$ cat src/tsci_pkg.sv
package tsci_pkg;

    // Width of a cursor or cell position field
    localparam int POS_W = 4;

    // Action codes of an input item
    localparam logic [1:0] ACT_FEED = 2'd0;
    localparam logic [1:0] ACT_READ = 2'd1;
    localparam logic [1:0] ACT_NEW  = 2'd2;

    // Stream characters
    localparam logic [7:0] CH_CARET = 8'h5E;
    localparam logic [7:0] CH_SPACE = 8'h20;
    localparam logic [7:0] CH_0     = 8'h30;
    localparam logic [7:0] CH_9     = 8'h39;
    localparam logic [7:0] CH_B     = 8'h62;
    localparam logic [7:0] CH_C     = 8'h63;
    localparam logic [7:0] CH_D     = 8'h64;
    localparam logic [7:0] CH_E     = 8'h65;
    localparam logic [7:0] CH_H     = 8'h68;
    localparam logic [7:0] CH_I     = 8'h69;
    localparam logic [7:0] CH_L     = 8'h6C;
    localparam logic [7:0] CH_O     = 8'h6F;
    localparam logic [7:0] CH_R     = 8'h72;
    localparam logic [7:0] CH_U     = 8'h75;

    // Largest value a single digit can give
    localparam logic [POS_W-1:0] DIGIT_MAX = POS_W'(9);

    // Screen update operations
    typedef enum logic [2:0] {
        SCR_NONE,
        SCR_WRITE,
        SCR_INSERT,
        SCR_ERASE,
        SCR_CLEAR
    } scr_op_t;

    typedef struct packed {
        scr_op_t          op;
        logic [POS_W-1:0] row;
        logic [POS_W-1:0] col;
        logic [7:0]       ch;
    } scr_ctl_t;

endpackage

$ cat src/tsci_screen.sv
module tsci_screen #(
    parameter int ROWS = 10,
    parameter int COLS = 10
) (
    input  logic                    clk,
    input  logic                    rst_n,
    input  tsci_pkg::scr_ctl_t      ctl,
    input  logic [tsci_pkg::POS_W-1:0] rd_row,
    input  logic [tsci_pkg::POS_W-1:0] rd_col,
    output logic [7:0]              rd_char
);
    import tsci_pkg::*;

    localparam int ROW_IW = (ROWS > 1) ? $clog2(ROWS) : 1;
    localparam int COL_IW = (COLS > 1) ? $clog2(COLS) : 1;

    logic [7:0] screen_reg  [ROWS][COLS];
    logic [7:0] screen_next [ROWS][COLS];

    // Apply the update to every cell in parallel
    always_comb
    begin
        for (int r = 0; r < ROWS; r++)
        begin
            for (int c = 0; c < COLS; c++)
            begin
                screen_next[r][c] = screen_reg[r][c];
                if (ctl.op == SCR_CLEAR)
                begin
                    screen_next[r][c] = CH_SPACE;
                end
                else if (ctl.row == POS_W'(r))
                begin
                    case (ctl.op)
                        SCR_WRITE, SCR_INSERT:
                        begin
                            if (ctl.col == POS_W'(c))
                            begin
                                screen_next[r][c] = ctl.ch;
                            end
                        end
                        SCR_ERASE:
                        begin
                            if (POS_W'(c) >= ctl.col)
                            begin
                                screen_next[r][c] = CH_SPACE;
                            end
                        end
                        default:
                        begin
                        end
                    endcase
                end
            end
            // Shift the tail of the row right; the last cell drops out
            for (int c = 1; c < COLS; c++)
            begin
                if (ctl.op == SCR_INSERT && ctl.row == POS_W'(r) && POS_W'(c) > ctl.col)
                begin
                    screen_next[r][c] = screen_reg[r][c-1];
                end
            end
        end
    end

    always_ff @(posedge clk or negedge rst_n)
    begin
        if (!rst_n)
        begin
            for (int r = 0; r < ROWS; r++)
            begin
                for (int c = 0; c < COLS; c++)
                begin
                    screen_reg[r][c] <= CH_SPACE;
                end
            end
        end
        else
        begin
            for (int r = 0; r < ROWS; r++)
            begin
                for (int c = 0; c < COLS; c++)
                begin
                    screen_reg[r][c] <= screen_next[r][c];
                end
            end
        end
    end

    // Read one cell; positions off the screen answer zero
    always_comb
    begin
        rd_char = 8'd0;
        if (rd_row < POS_W'(ROWS) && rd_col < POS_W'(COLS))
        begin
            rd_char = screen_reg[rd_row[ROW_IW-1:0]][rd_col[COL_IW-1:0]];
        end
    end

endmodule

$ cat src/text_screen_control_interpreter_core.sv
// Character-cell screen driven by a byte stream with caret escapes.
//
// Input channel s_*: one item per handshake carries an action (feed a stream
// byte, read one cell, start a new session), the stream byte and a cell
// position for reads. Output channel m_*: exactly one item per input item,
// in order, with the read character (zero unless the action was a read),
// the cursor position, the insert flag and the escape phase after the item.
//
// An accepted item lands in an input register; when it advances, the screen,
// cursor and escape state are updated and the result register is loaded,
// which drives m_tvalid. Both stages advance together whenever the result
// slot is empty or being taken, giving one item per cycle sustained while
// m_tready stays high; the screen is a bank of registers updated a whole
// row or the whole screen at once, so no item takes longer than another.
//
// Reset blanks the screen to spaces, homes the cursor and selects overwrite
// mode; a new-session item does the same. When m_tready is low the result
// register holds, then the input register fills and s_tready drops.
module text_screen_control_interpreter_core #(
    parameter int ROWS = 10,
    parameter int COLS = 10
) (
    input  logic        clk,
    input  logic        rst_n,
    input  logic        s_tvalid,
    output logic        s_tready,
    input  logic [23:0] s_tdata,  // action[1:0], byte_in[9:2], read_row[13:10],
                                  // read_col[17:14], zero[23:18]
    output logic        m_tvalid,
    input  logic        m_tready,
    output logic [23:0] m_tdata   // cell_char[7:0], cursor_row_out[11:8],
                                  // cursor_col_out[15:12], insert_active[16],
                                  // escape_phase_out[18:17], zero[23:19]
);
    import tsci_pkg::*;

    localparam logic [POS_W-1:0] ROW_MAX = POS_W'(ROWS - 1);
    localparam logic [POS_W-1:0] COL_MAX = POS_W'(COLS - 1);

    typedef enum logic [1:0] {
        ESC_IDLE  = 2'd0,
        ESC_CARET = 2'd1,
        ESC_COL   = 2'd2
    } esc_state_t;

    // Input register
    logic             in_valid_reg, in_valid_next;
    logic [1:0]       in_action_reg;
    logic [7:0]       in_byte_reg;
    logic [POS_W-1:0] in_row_reg;
    logic [POS_W-1:0] in_col_reg;

    // Interpreter state
    logic [POS_W-1:0] cursor_row_reg, cursor_row_next;
    logic [POS_W-1:0] cursor_col_reg, cursor_col_next;
    logic [POS_W-1:0] pending_row_reg, pending_row_next;
    logic             insert_reg, insert_next;
    esc_state_t       escape_reg, escape_next;

    // Result register
    logic             out_valid_reg, out_valid_next;
    logic [7:0]       cell_reg, cell_next;

    logic             in_take;
    logic             advance;
    scr_ctl_t         ctl;
    scr_ctl_t         scr_ctl;
    logic [7:0]       rd_char;
    logic [POS_W-1:0] col_adv;
    logic [7:0]       digit_val;
    logic [POS_W-1:0] digit_lo;
    logic             is_digit;
    logic [POS_W-1:0] row_sat;
    logic [POS_W-1:0] col_byte;
    logic [POS_W-1:0] col_sat;

    // Handshake: both stages move together whenever the result slot frees
    assign advance  = in_valid_reg && (!out_valid_reg || m_tready);
    assign s_tready = !in_valid_reg || advance;
    assign in_take  = s_tvalid && s_tready;

    assign in_valid_next  = in_take ? 1'b1 : (advance ? 1'b0 : in_valid_reg);
    assign out_valid_next = advance ? 1'b1 : (m_tready ? 1'b0 : out_valid_reg);

    // Digit decoding for row and column positioning
    assign digit_val = in_byte_reg - CH_0;
    assign digit_lo  = digit_val[POS_W-1:0];
    assign is_digit  = (in_byte_reg >= CH_0) && (in_byte_reg <= CH_9);
    assign row_sat   = (digit_lo > ROW_MAX) ? ROW_MAX : digit_lo;
    assign col_byte  = (in_byte_reg < CH_0) ? '0 :
                       ((in_byte_reg > CH_9) ? DIGIT_MAX : digit_lo);
    assign col_sat   = (col_byte > COL_MAX) ? COL_MAX : col_byte;
    assign col_adv   = (cursor_col_reg < COL_MAX) ? cursor_col_reg + POS_W'(1)
                                                  : cursor_col_reg;

    // Interpret the item in the input register
    always_comb
    begin
        cursor_row_next  = cursor_row_reg;
        cursor_col_next  = cursor_col_reg;
        pending_row_next = pending_row_reg;
        insert_next      = insert_reg;
        escape_next      = escape_reg;
        cell_next        = 8'd0;
        ctl.op           = SCR_NONE;
        ctl.row          = cursor_row_reg;
        ctl.col          = cursor_col_reg;
        ctl.ch           = in_byte_reg;

        case (in_action_reg)
            ACT_FEED:
            begin
                case (escape_reg)
                    ESC_IDLE:
                    begin
                        if (in_byte_reg == CH_CARET)
                        begin
                            escape_next = ESC_CARET;
                        end
                        else
                        begin
                            ctl.op          = insert_reg ? SCR_INSERT : SCR_WRITE;
                            cursor_col_next = col_adv;
                        end
                    end
                    ESC_CARET:
                    begin
                        escape_next = ESC_IDLE;
                        case (in_byte_reg)
                            CH_B: cursor_col_next = '0;
                            CH_C: ctl.op = SCR_CLEAR;
                            CH_D:
                            begin
                                if (cursor_row_reg < ROW_MAX)
                                begin
                                    cursor_row_next = cursor_row_reg + POS_W'(1);
                                end
                            end
                            CH_U:
                            begin
                                if (cursor_row_reg != '0)
                                begin
                                    cursor_row_next = cursor_row_reg - POS_W'(1);
                                end
                            end
                            CH_L:
                            begin
                                if (cursor_col_reg != '0)
                                begin
                                    cursor_col_next = cursor_col_reg - POS_W'(1);
                                end
                            end
                            CH_R: cursor_col_next = col_adv;
                            CH_E: ctl.op = SCR_ERASE;
                            CH_H:
                            begin
                                cursor_row_next = '0;
                                cursor_col_next = '0;
                            end
                            CH_I: insert_next = 1'b1;
                            CH_O: insert_next = 1'b0;
                            default:
                            begin
                                if (is_digit)
                                begin
                                    cursor_row_next  = row_sat;
                                    pending_row_next = row_sat;
                                    escape_next      = ESC_COL;
                                end
                                else
                                begin
                                    ctl.op          = insert_reg ? SCR_INSERT : SCR_WRITE;
                                    cursor_col_next = col_adv;
                                end
                            end
                        endcase
                    end
                    default:
                    begin
                        // Column byte completes the positioning escape
                        cursor_row_next = pending_row_reg;
                        cursor_col_next = col_sat;
                        escape_next     = ESC_IDLE;
                    end
                endcase
            end
            ACT_READ:
            begin
                cell_next = rd_char;
            end
            ACT_NEW:
            begin
                ctl.op           = SCR_CLEAR;
                cursor_row_next  = '0;
                cursor_col_next  = '0;
                pending_row_next = '0;
                insert_next      = 1'b0;
                escape_next      = ESC_IDLE;
            end
            default:
            begin
            end
        endcase
    end

    // Only touch the screen when the item really advances
    always_comb
    begin
        scr_ctl = ctl;
        if (!advance)
        begin
            scr_ctl.op = SCR_NONE;
        end
    end

    tsci_screen #(
        .ROWS (ROWS),
        .COLS (COLS)
    ) u_screen (
        .clk     (clk),
        .rst_n   (rst_n),
        .ctl     (scr_ctl),
        .rd_row  (in_row_reg),
        .rd_col  (in_col_reg),
        .rd_char (rd_char)
    );

    // Hold state, input and result registers
    always_ff @(posedge clk or negedge rst_n)
    begin
        if (!rst_n)
        begin
            in_valid_reg    <= 1'b0;
            out_valid_reg   <= 1'b0;
            cursor_row_reg  <= '0;
            cursor_col_reg  <= '0;
            pending_row_reg <= '0;
            insert_reg      <= 1'b0;
            escape_reg      <= ESC_IDLE;
            in_action_reg   <= '0;
            in_byte_reg     <= '0;
            in_row_reg      <= '0;
            in_col_reg      <= '0;
            cell_reg        <= '0;
        end
        else
        begin
            in_valid_reg  <= in_valid_next;
            out_valid_reg <= out_valid_next;
            if (in_take)
            begin
                in_action_reg <= s_tdata[1:0];
                in_byte_reg   <= s_tdata[9:2];
                in_row_reg    <= s_tdata[13:10];
                in_col_reg    <= s_tdata[17:14];
            end
            if (advance)
            begin
                cursor_row_reg  <= cursor_row_next;
                cursor_col_reg  <= cursor_col_next;
                pending_row_reg <= pending_row_next;
                insert_reg      <= insert_next;
                escape_reg      <= escape_next;
                cell_reg        <= cell_next;
            end
        end
    end

    assign m_tvalid = out_valid_reg;
    assign m_tdata  = {5'd0, escape_reg, insert_reg, cursor_col_reg, cursor_row_reg,
                       cell_reg};

`ifndef SYNTHESIS
    a_row_on_screen: assert property (@(posedge clk) disable iff (!rst_n)
        cursor_row_reg <= ROW_MAX)
        else $error("cursor row off screen");

    a_col_on_screen: assert property (@(posedge clk) disable iff (!rst_n)
        cursor_col_reg <= COL_MAX)
        else $error("cursor column off screen");

    a_pending_row: assert property (@(posedge clk) disable iff (!rst_n)
        escape_reg == ESC_COL |-> cursor_row_reg == pending_row_reg)
        else $error("cursor row differs from pending row while awaiting column");

    a_new_session: assert property (@(posedge clk) disable iff (!rst_n)
        advance && in_action_reg == ACT_NEW |=>
            cursor_row_reg == '0 && cursor_col_reg == '0 && !insert_reg &&
            escape_reg == ESC_IDLE)
        else $error("new session did not reset the cursor and modes");

    a_stall_full: assert property (@(posedge clk) disable iff (!rst_n)
        !s_tready |-> in_valid_reg && out_valid_reg && !m_tready)
        else $error("input stalled without a full pipeline");
`endif

endmodule

$ cat config.mk
export PLATFORM = sky130hd
export DESIGN_NAME = text_screen_control_interpreter_core
export DESIGN_NICKNAME = d
export VERILOG_FILES = /design/src/tsci_pkg.sv /design/src/tsci_screen.sv /design/src/text_screen_control_interpreter_core.sv
export SDC_FILE = /design/constraint.sdc
export NUM_CORES = 2
export LEC_CHECK = 0
export ABC_CLOCK_PERIOD_IN_PS = 4480
export BUFFER_PORTS_ARGS = -buffer_cell sky130_fd_sc_hd__buf_2
export CAP_MARGIN = 25
export CORE_ASPECT_RATIO = 2
export CORE_UTILIZATION = 40
export CTS_CLUSTER_DIAMETER = 50
export CTS_CLUSTER_SIZE = 14
export DETAILED_ROUTE_END_ITERATION = 7
export PLACE_DENSITY = 0.55
export SYNTH_ARGS = -nofsm -noshare
export SYNTH_HDL_FRONTEND = slang
export SYNTH_HIERARCHICAL = 1
export SYNTH_SLANG_ARGS = --single-unit
$ cat constraint.sdc
create_clock -name clk -period 4.48 [get_ports clk]
set_input_delay 0.224 -clock clk [delete_from_list [all_inputs] [get_ports clk]]
set_output_delay 0.224 -clock clk [all_outputs]
set_load 0.05 [all_outputs]
; Word level (Yosys, flattened, before mapping)
; Cells that the tools add are included.
[totals]
inputBits = 28
reg_bits = 843
output_inout_bits = 26
[classes]
n_reduce_logical = 419
n_mux = 367
eq_ne = 232
magnitude_cmp = 31
bitwise_logic = 2
n_addsub = 5
[ops]
columns = cell, n
row1 = 8-bit 2-to-1 mux, 314
row2 = "4-bit by 1-bit != test with 1-bit output, second input constant", 180
row3 = 4-bit AND reduction, 101
row4 = 4-bit nonzero test, 92
row5 = 80-bit binary-select mux with 4-bit select, 1
row6 = 3-bit nonzero test, 91
row7 = 80-bit 2-to-1 mux, 2
row8 = 8-bit one-hot mux with 2 select lines, 10
row9 = 1-bit logical AND, 104
row10 = "8-bit by 7-bit == test with 1-bit output, second input constant", 11
row11 = 4-bit 2-to-1 mux, 13
row12 = 4-bit one-hot mux with 2 select lines, 5
row13 = 8-bit binary-select mux with 4-bit select, 1
row14 = "4-bit by 3-bit == test with 1-bit output, second input constant", 8
row15 = 4-bit one-hot mux with 4 select lines, 2
row16 = 2-bit nonzero test, 13
row17 = "4-bit by 2-bit == test with 1-bit output, second input constant", 4
row18 = "4-bit == test, second input constant", 4
row19 = "3-bit by 4-bit greater-or-equal comparator with 1-bit output, first input constant", 4
row20 = "3-bit by 4-bit > comparator with 1-bit output, first input constant", 4
row21 = "4-bit less-than comparator, second input constant", 4
row22 = "3-bit != test, second input constant", 5
row23 = 2-bit 2-to-1 mux, 6
row24 = "4-bit != test, second input constant", 3
row25 = 44 further kinds, 74

; Longest topological paths before layout
[logic_depth]
ltp_word = 13
mapped_depth = 17
depth_no_buf = 11

; By module
; Netlist, hierarchy kept.
[by_module_without_submodules]
columns = module, area_per_inst_um2, cells_each, instances
row1 = tsci_screen, 44171.1, 4779, 1
row2 = text_screen_control_interpreter_core, 2806.4, 304, 1

; Worst setup path before layout
; Ideal clock, no wire load.
[synth_path]
path_kind = reg2reg
startpoint = register escape_reg[0]
endpoint = register u_screen/screen_reg[352] (netlist bit)
setup_ns = 0.125
required_ns = 4.355
path_buffers = 3
period_less_slack_ns = 3.735
arrival_ns = 3.610
stages_incl_launch_ff = 15
slack_ns = 0.745
path_cell_list = dfrtp_1 -> buf_2 -> nand2b_1 -> or3_1 -> clkbuf_1 -> nor2_1 -> a31oi_1 -> o21ai_0 -> buf_4 -> nor3b_4 -> nand3_1 -> nor2_1 -> inv_1 -> a21boi_4 -> mux2_2
[synth_rtl]
columns = item, line
row1 = "start, declared", text_screen_control_interpreter_core.sv:58  ; esc_state_t escape_reg, escape_next;
row2 = "start signal, assigned", text_screen_control_interpreter_core.sv:263  ; escape_reg <= escape_next;
row3 = "end signal, assigned by index", tsci_screen.sv:84  ; screen_reg[r][c] <= screen_next[r][c];
row4 = "end, declared", tsci_screen.sv:17  ; logic [7:0] screen_reg [ROWS][COLS];

; Worst setup path in the final report
[layout_path]
startpoint = register in_row_reg[0]
endpoint = register cell_reg[6]
[layout_via]
elab_chain_cells = 9
[layout_rtl]
columns = item, line
row1 = "start, declared", text_screen_control_interpreter_core.sv:50  ; logic [POS_W-1:0] in_row_reg;
row2 = "start signal, assigned", text_screen_control_interpreter_core.sv:254  ; in_row_reg <= s_tdata[13:10];
row3 = 4-bit NOT with 5-bit output (implied by the code), tsci_screen.sv:96  ; rd_char = screen_reg[rd_row[ROW_IW-1:0]][rd_col[COL_IW-1:0]];
row4 = 80-bit binary-select mux with 4-bit select, tsci_screen.sv:96
row5 = 80-bit 2-to-1 mux (implied by the code) (2 in series), tsci_screen.sv:96
row6 = 8-bit binary-select mux with 4-bit select, tsci_screen.sv:96
row7 = 8-bit 2-to-1 mux (implied by the code) (2 in series), tsci_screen.sv:96
row8 = 8-bit 2-to-1 mux *, tsci_screen.sv:94  ; if (rd_row < POS_W'(ROWS) && rd_col < POS_W'(COLS))
row9 = named net rd_char[6], text_screen_control_interpreter_core.sv:68  ; logic [7:0] rd_char;
row10 = 8-bit 2-to-1 mux *, text_screen_control_interpreter_core.sv:110  ; case (in_action_reg)
row11 = "end signal, assigned", text_screen_control_interpreter_core.sv:264  ; cell_reg <= cell_next;
row12 = "end, declared", text_screen_control_interpreter_core.sv:62  ; logic [7:0] cell_reg, cell_next;
; The timed path passes the listed nets; every way through them passes the cells marked *. The select of a mux whose other input is x is not followed.
; A chain may end at the register's enable or synchronous reset.

==> results.toml <==
[clocking]
cts_tree = "done"
clock_sinks = 843
path_clk_slew_ns = 0.07
cts-htree-levels = 3
clock_latency_ns = 0.69
cts_buffers = 74
ctsRootBufferMaster = "clkbuf_16"
postCtsSetupRepairBufs = 0
cts_buffer_depth = 3

[placed_design]
pre_cts_ws_ns = 0.234
dp_hpwl_um = 149000
place_area_um2 = 50600
gp_congestion = 1.06
port_buffers = 42

[die]
core_um2 = 116000
die_h_um = 487
die_area_um2 = 119000
io_pins = 54
rows = 177
start_util_pct = 40.4
fp.dieW_um = 244

[finish]
area_growth_pct = 13.6
drive_above_1_share_pct = 19.8
largest_reg_flops = 800
fin_nets = 5248
design_area_um2 = 53400

[synthesis]
synth_top_area_share_pct = 39.6
synthFlopType = "dfrtp_1"
synth-edff-count = 0
synth_cell_type_count = 90
ys_async_sr_fraction_pct = 100
synth_area_um2 = 47000
syn_inst = 5083
ys_seq_area_share_pct = 45.2
synth-seq-cells = 843
synth_largest_area_cell = "dfrtp_1"
synth.area.top_cells = "dfrtp_1, a21oi_1, nor2_1"
yosysWarnings = 6
synth_area_per_cell_um2 = 9.24

[setup_path]
worstPathCellList = "buf_4, mux2i_1, a22oi_1, nand2_1, o221ai_1, a31oi_1, o311ai_0, clkdlybuf4s15_2, buf_4, nand2_1, o21ai_0"
cp_data_arrival_time_ns = 4.99
crit_path_start_kind = "flop"
worstSetupEndpointType = "flop"
worstPathRequired_ns = 5.08
crit_type = "flop to flop"
max_stage_delay_ns = 0.86
slowest_stage = "dfrtp_4"
crit_fanout = 32

[global_route]
grt.busiest_layer = "met2"
grt_overflow_total = 0
met3_usage_pct = 4.68
grt_pass1_vias = 39191
grt_use_total_pct = 33.7
antenna_found_initial = 9
grt_pass1_wl_um = 286000
grt_use_met2_pct = 57.3
use_met1_pct = 34.7
grt_max_degree = 126

[route]
dr.pass1.iters = 7
route.detailed.drc = 0
drt_iter0_markers = 3493
vias = 40009
final_antenna_net_count = 0
wl_per_cell_um = 29.1
drt_wl_total_um = 198000
vias_per_cell = 5.87

[sta]
hold_viol_final = 0
fin_setup_tns_ns = 0
hold_slack_ns = 0.125
fmax_mhz = 227
worst_slew_pin_slew_ns = 1.27
finalClockSkew_ns = 0.0174
relSlewSlack_pct = 15.2
report.final.slew_viol_count = 0
rsz0062_at_grt = "false"
setup_violations = 0
finalCritPeriodShare_pct = 98.2
period_minus_slack_ns = 4.40
worst_slack_ns = 0.0827

[flow_run]
drv_cap = 0

[run_status]
status = "finished clean"

[worst_hold_path]
min_path_type = "input pin to async pin"

[power]
power_w = 0.0350
power_density_nw_per_um2 = 655
ir_drop_mv = 0.399
power_leakage_nw = 22.9
==> where the power goes <==
| part | internal [W] | leakage [nW] | total, W | switching, W |
|---|---|---|---|---|
| Clock | 0.00341 | 1.10 | 0.00647 | 0.00307 |
| Combinational | 0.00530 | 11.3 | 0.0136 | 0.00833 |
| Sequential | 0.0113 | 10.5 | 0.0149 | 0.00359 |
| Total | 0.0200 | 22.9 | 0.0350 | 0.0150 |
==> synthesized netlist by cell type (9+ instances only) <==
library cell	instances
buf_6	9
o21ai_0	560
a21oi_1	605
a211oi_1	40
nor3_2	13
o211ai_1	9
nand3_1	22
nor3_1	16
o21ai_1	19
dfstp_2	100
o31a_1	15
buf_4	53
a221o_1	158
mux2_2	205
and2_1	16
o221ai_1	12
o22ai_1	18
a31oi_1	21
o21a_1	13
nor2_2	16
or2_2	9
o31ai_1	29
o21ai_2	13
mux2i_1	283
a221oi_1	24
nand2_1	595
mux4_2	72
nor2_1	768
nor2b_1	52
a2111oi_0	17
clkbuf_1	192
inv_1	17
nand2b_1	27
dfrtp_1	743
a22oi_1	20
buf_2	148
==> worst paths after layout <==
kind	from	slack [ns]	depth (start not counted)	endpoint
worst max-delay path	in_row_reg[0]	0.08	11	cell_reg[6]
worst min-delay path	rst_n	0.13	2	u_screen/screen_reg[154]
worst max register to register	in_row_reg[0]	0.08	11	cell_reg[6]
worst min register to register	u_screen/screen_reg[13]	0.48	2	u_screen/screen_reg[5]
max in group asynchronous	rst_n	3.01	3	u_screen/screen_reg[432]
min in group clk	s_tdata[4]	0.31	3	in_byte_reg[2]
==> layout make-up <==
cell class | instances | area [µm²]
Fill cell | 11456 | 62900
Multi-Input combinational cell | 3814 | 23900
Sequential cell | 843 | 21200
Timing Repair Buffer | 461 | 3930
Clock buffer | 124 | 2190
Tap cell | 1521 | 1900
Clock inverter | 11 | 104
Inverter | 20 | 75.1
Antenna cell | 21 | 52.6
==> cells by family (layout without fill, tap and decap cells) <==
kind of cell / count (synthesis) / in the layout / synth area share [%]
xor gates and xnor gates: 4 / 4 / 0.0746
other: 1 / 26 / 0.00798
adders and majority gates: 6 / 6 / 0.176
AOI/OAI and AO/OA: 1640 / 1640 / 21.3
muxes: 561 / 561 / 14.4
and+or+nand+nor: 1598 / 1598 / 14.4
buffers and inverters: 430 / 616 / 4.40
DFF: 843 / 843 / 45.2
==> timing repair <==
item                                    4_1_cts  5_1_grt
endpoints found under the setup margin        0       10
hold buffers                                 22        0
endpoints found under the hold margin        85        0
gates resized for setup                       0        2
==> placed cells by master (no fill, tap or decap), types with 18 or more instances in the layout <==
| cell | netlist | routed |
|---|---|---|
| a221o_1 | 158 | 158 |
| o21ai_1 | 19 | 20 |
| dlygate4sd3_1 | 0 | 22 |
| clkbuf_1 | 192 | 41 |
| o31ai_1 | 29 | 19 |
| dfstp_2 | 100 | 100 |
| a211oi_1 | 40 | 40 |
| nor2_1 | 768 | 765 |
| mux2i_1 | 283 | 283 |
| buf_4 | 53 | 353 |
| mux2_2 | 205 | 205 |
| o21ai_0 | 560 | 558 |
| a31oi_1 | 21 | 21 |
| dfrtp_1 | 743 | 737 |
| a221oi_1 | 24 | 24 |
| a22oi_1 | 20 | 20 |
| mux4_2 | 72 | 72 |
| buf_12 | 0 | 34 |
| a21oi_1 | 605 | 605 |
| nand3_1 | 22 | 22 |
| diode_2 | 0 | 21 |
| o22ai_1 | 18 | 18 |
| clkbuf_16 | 0 | 80 |
| nor2_2 | 16 | 18 |
| buf_2 | 148 | 42 |
| nor2b_1 | 52 | 49 |
| nand2b_1 | 27 | 27 |
| nand2_1 | 595 | 588 |
==> per-layer routing <==
metal  share of wire (%)  vias up
met3                 4.3      566
met5               0.020        -
met2                  50     1431
met4                  12        6
li1                    -    18509
met1                  34    19497
==> metrics by stage <==
step	util, %	std cells
2_1_floorplan	-	5087
3_3_place_gp	43.5	6623
3_5_place_dp	43.5	6625
4_1_cts	45.7	6782
5_1_grt	45.9	6808
6_report	45.9	6815
==> worst max-delay path, delay by kind of cell (launching register included) <==
family	cells	cell delay, ns
AO/OA/AOI/OAI	5	1.97
flip-flops	1	0.86
buffers and inverters	3	0.86
AND/OR/NAND/NOR	2	0.28
multiplexers	1	0.25
No activity file was read; power rests on OpenSTA's default activity.
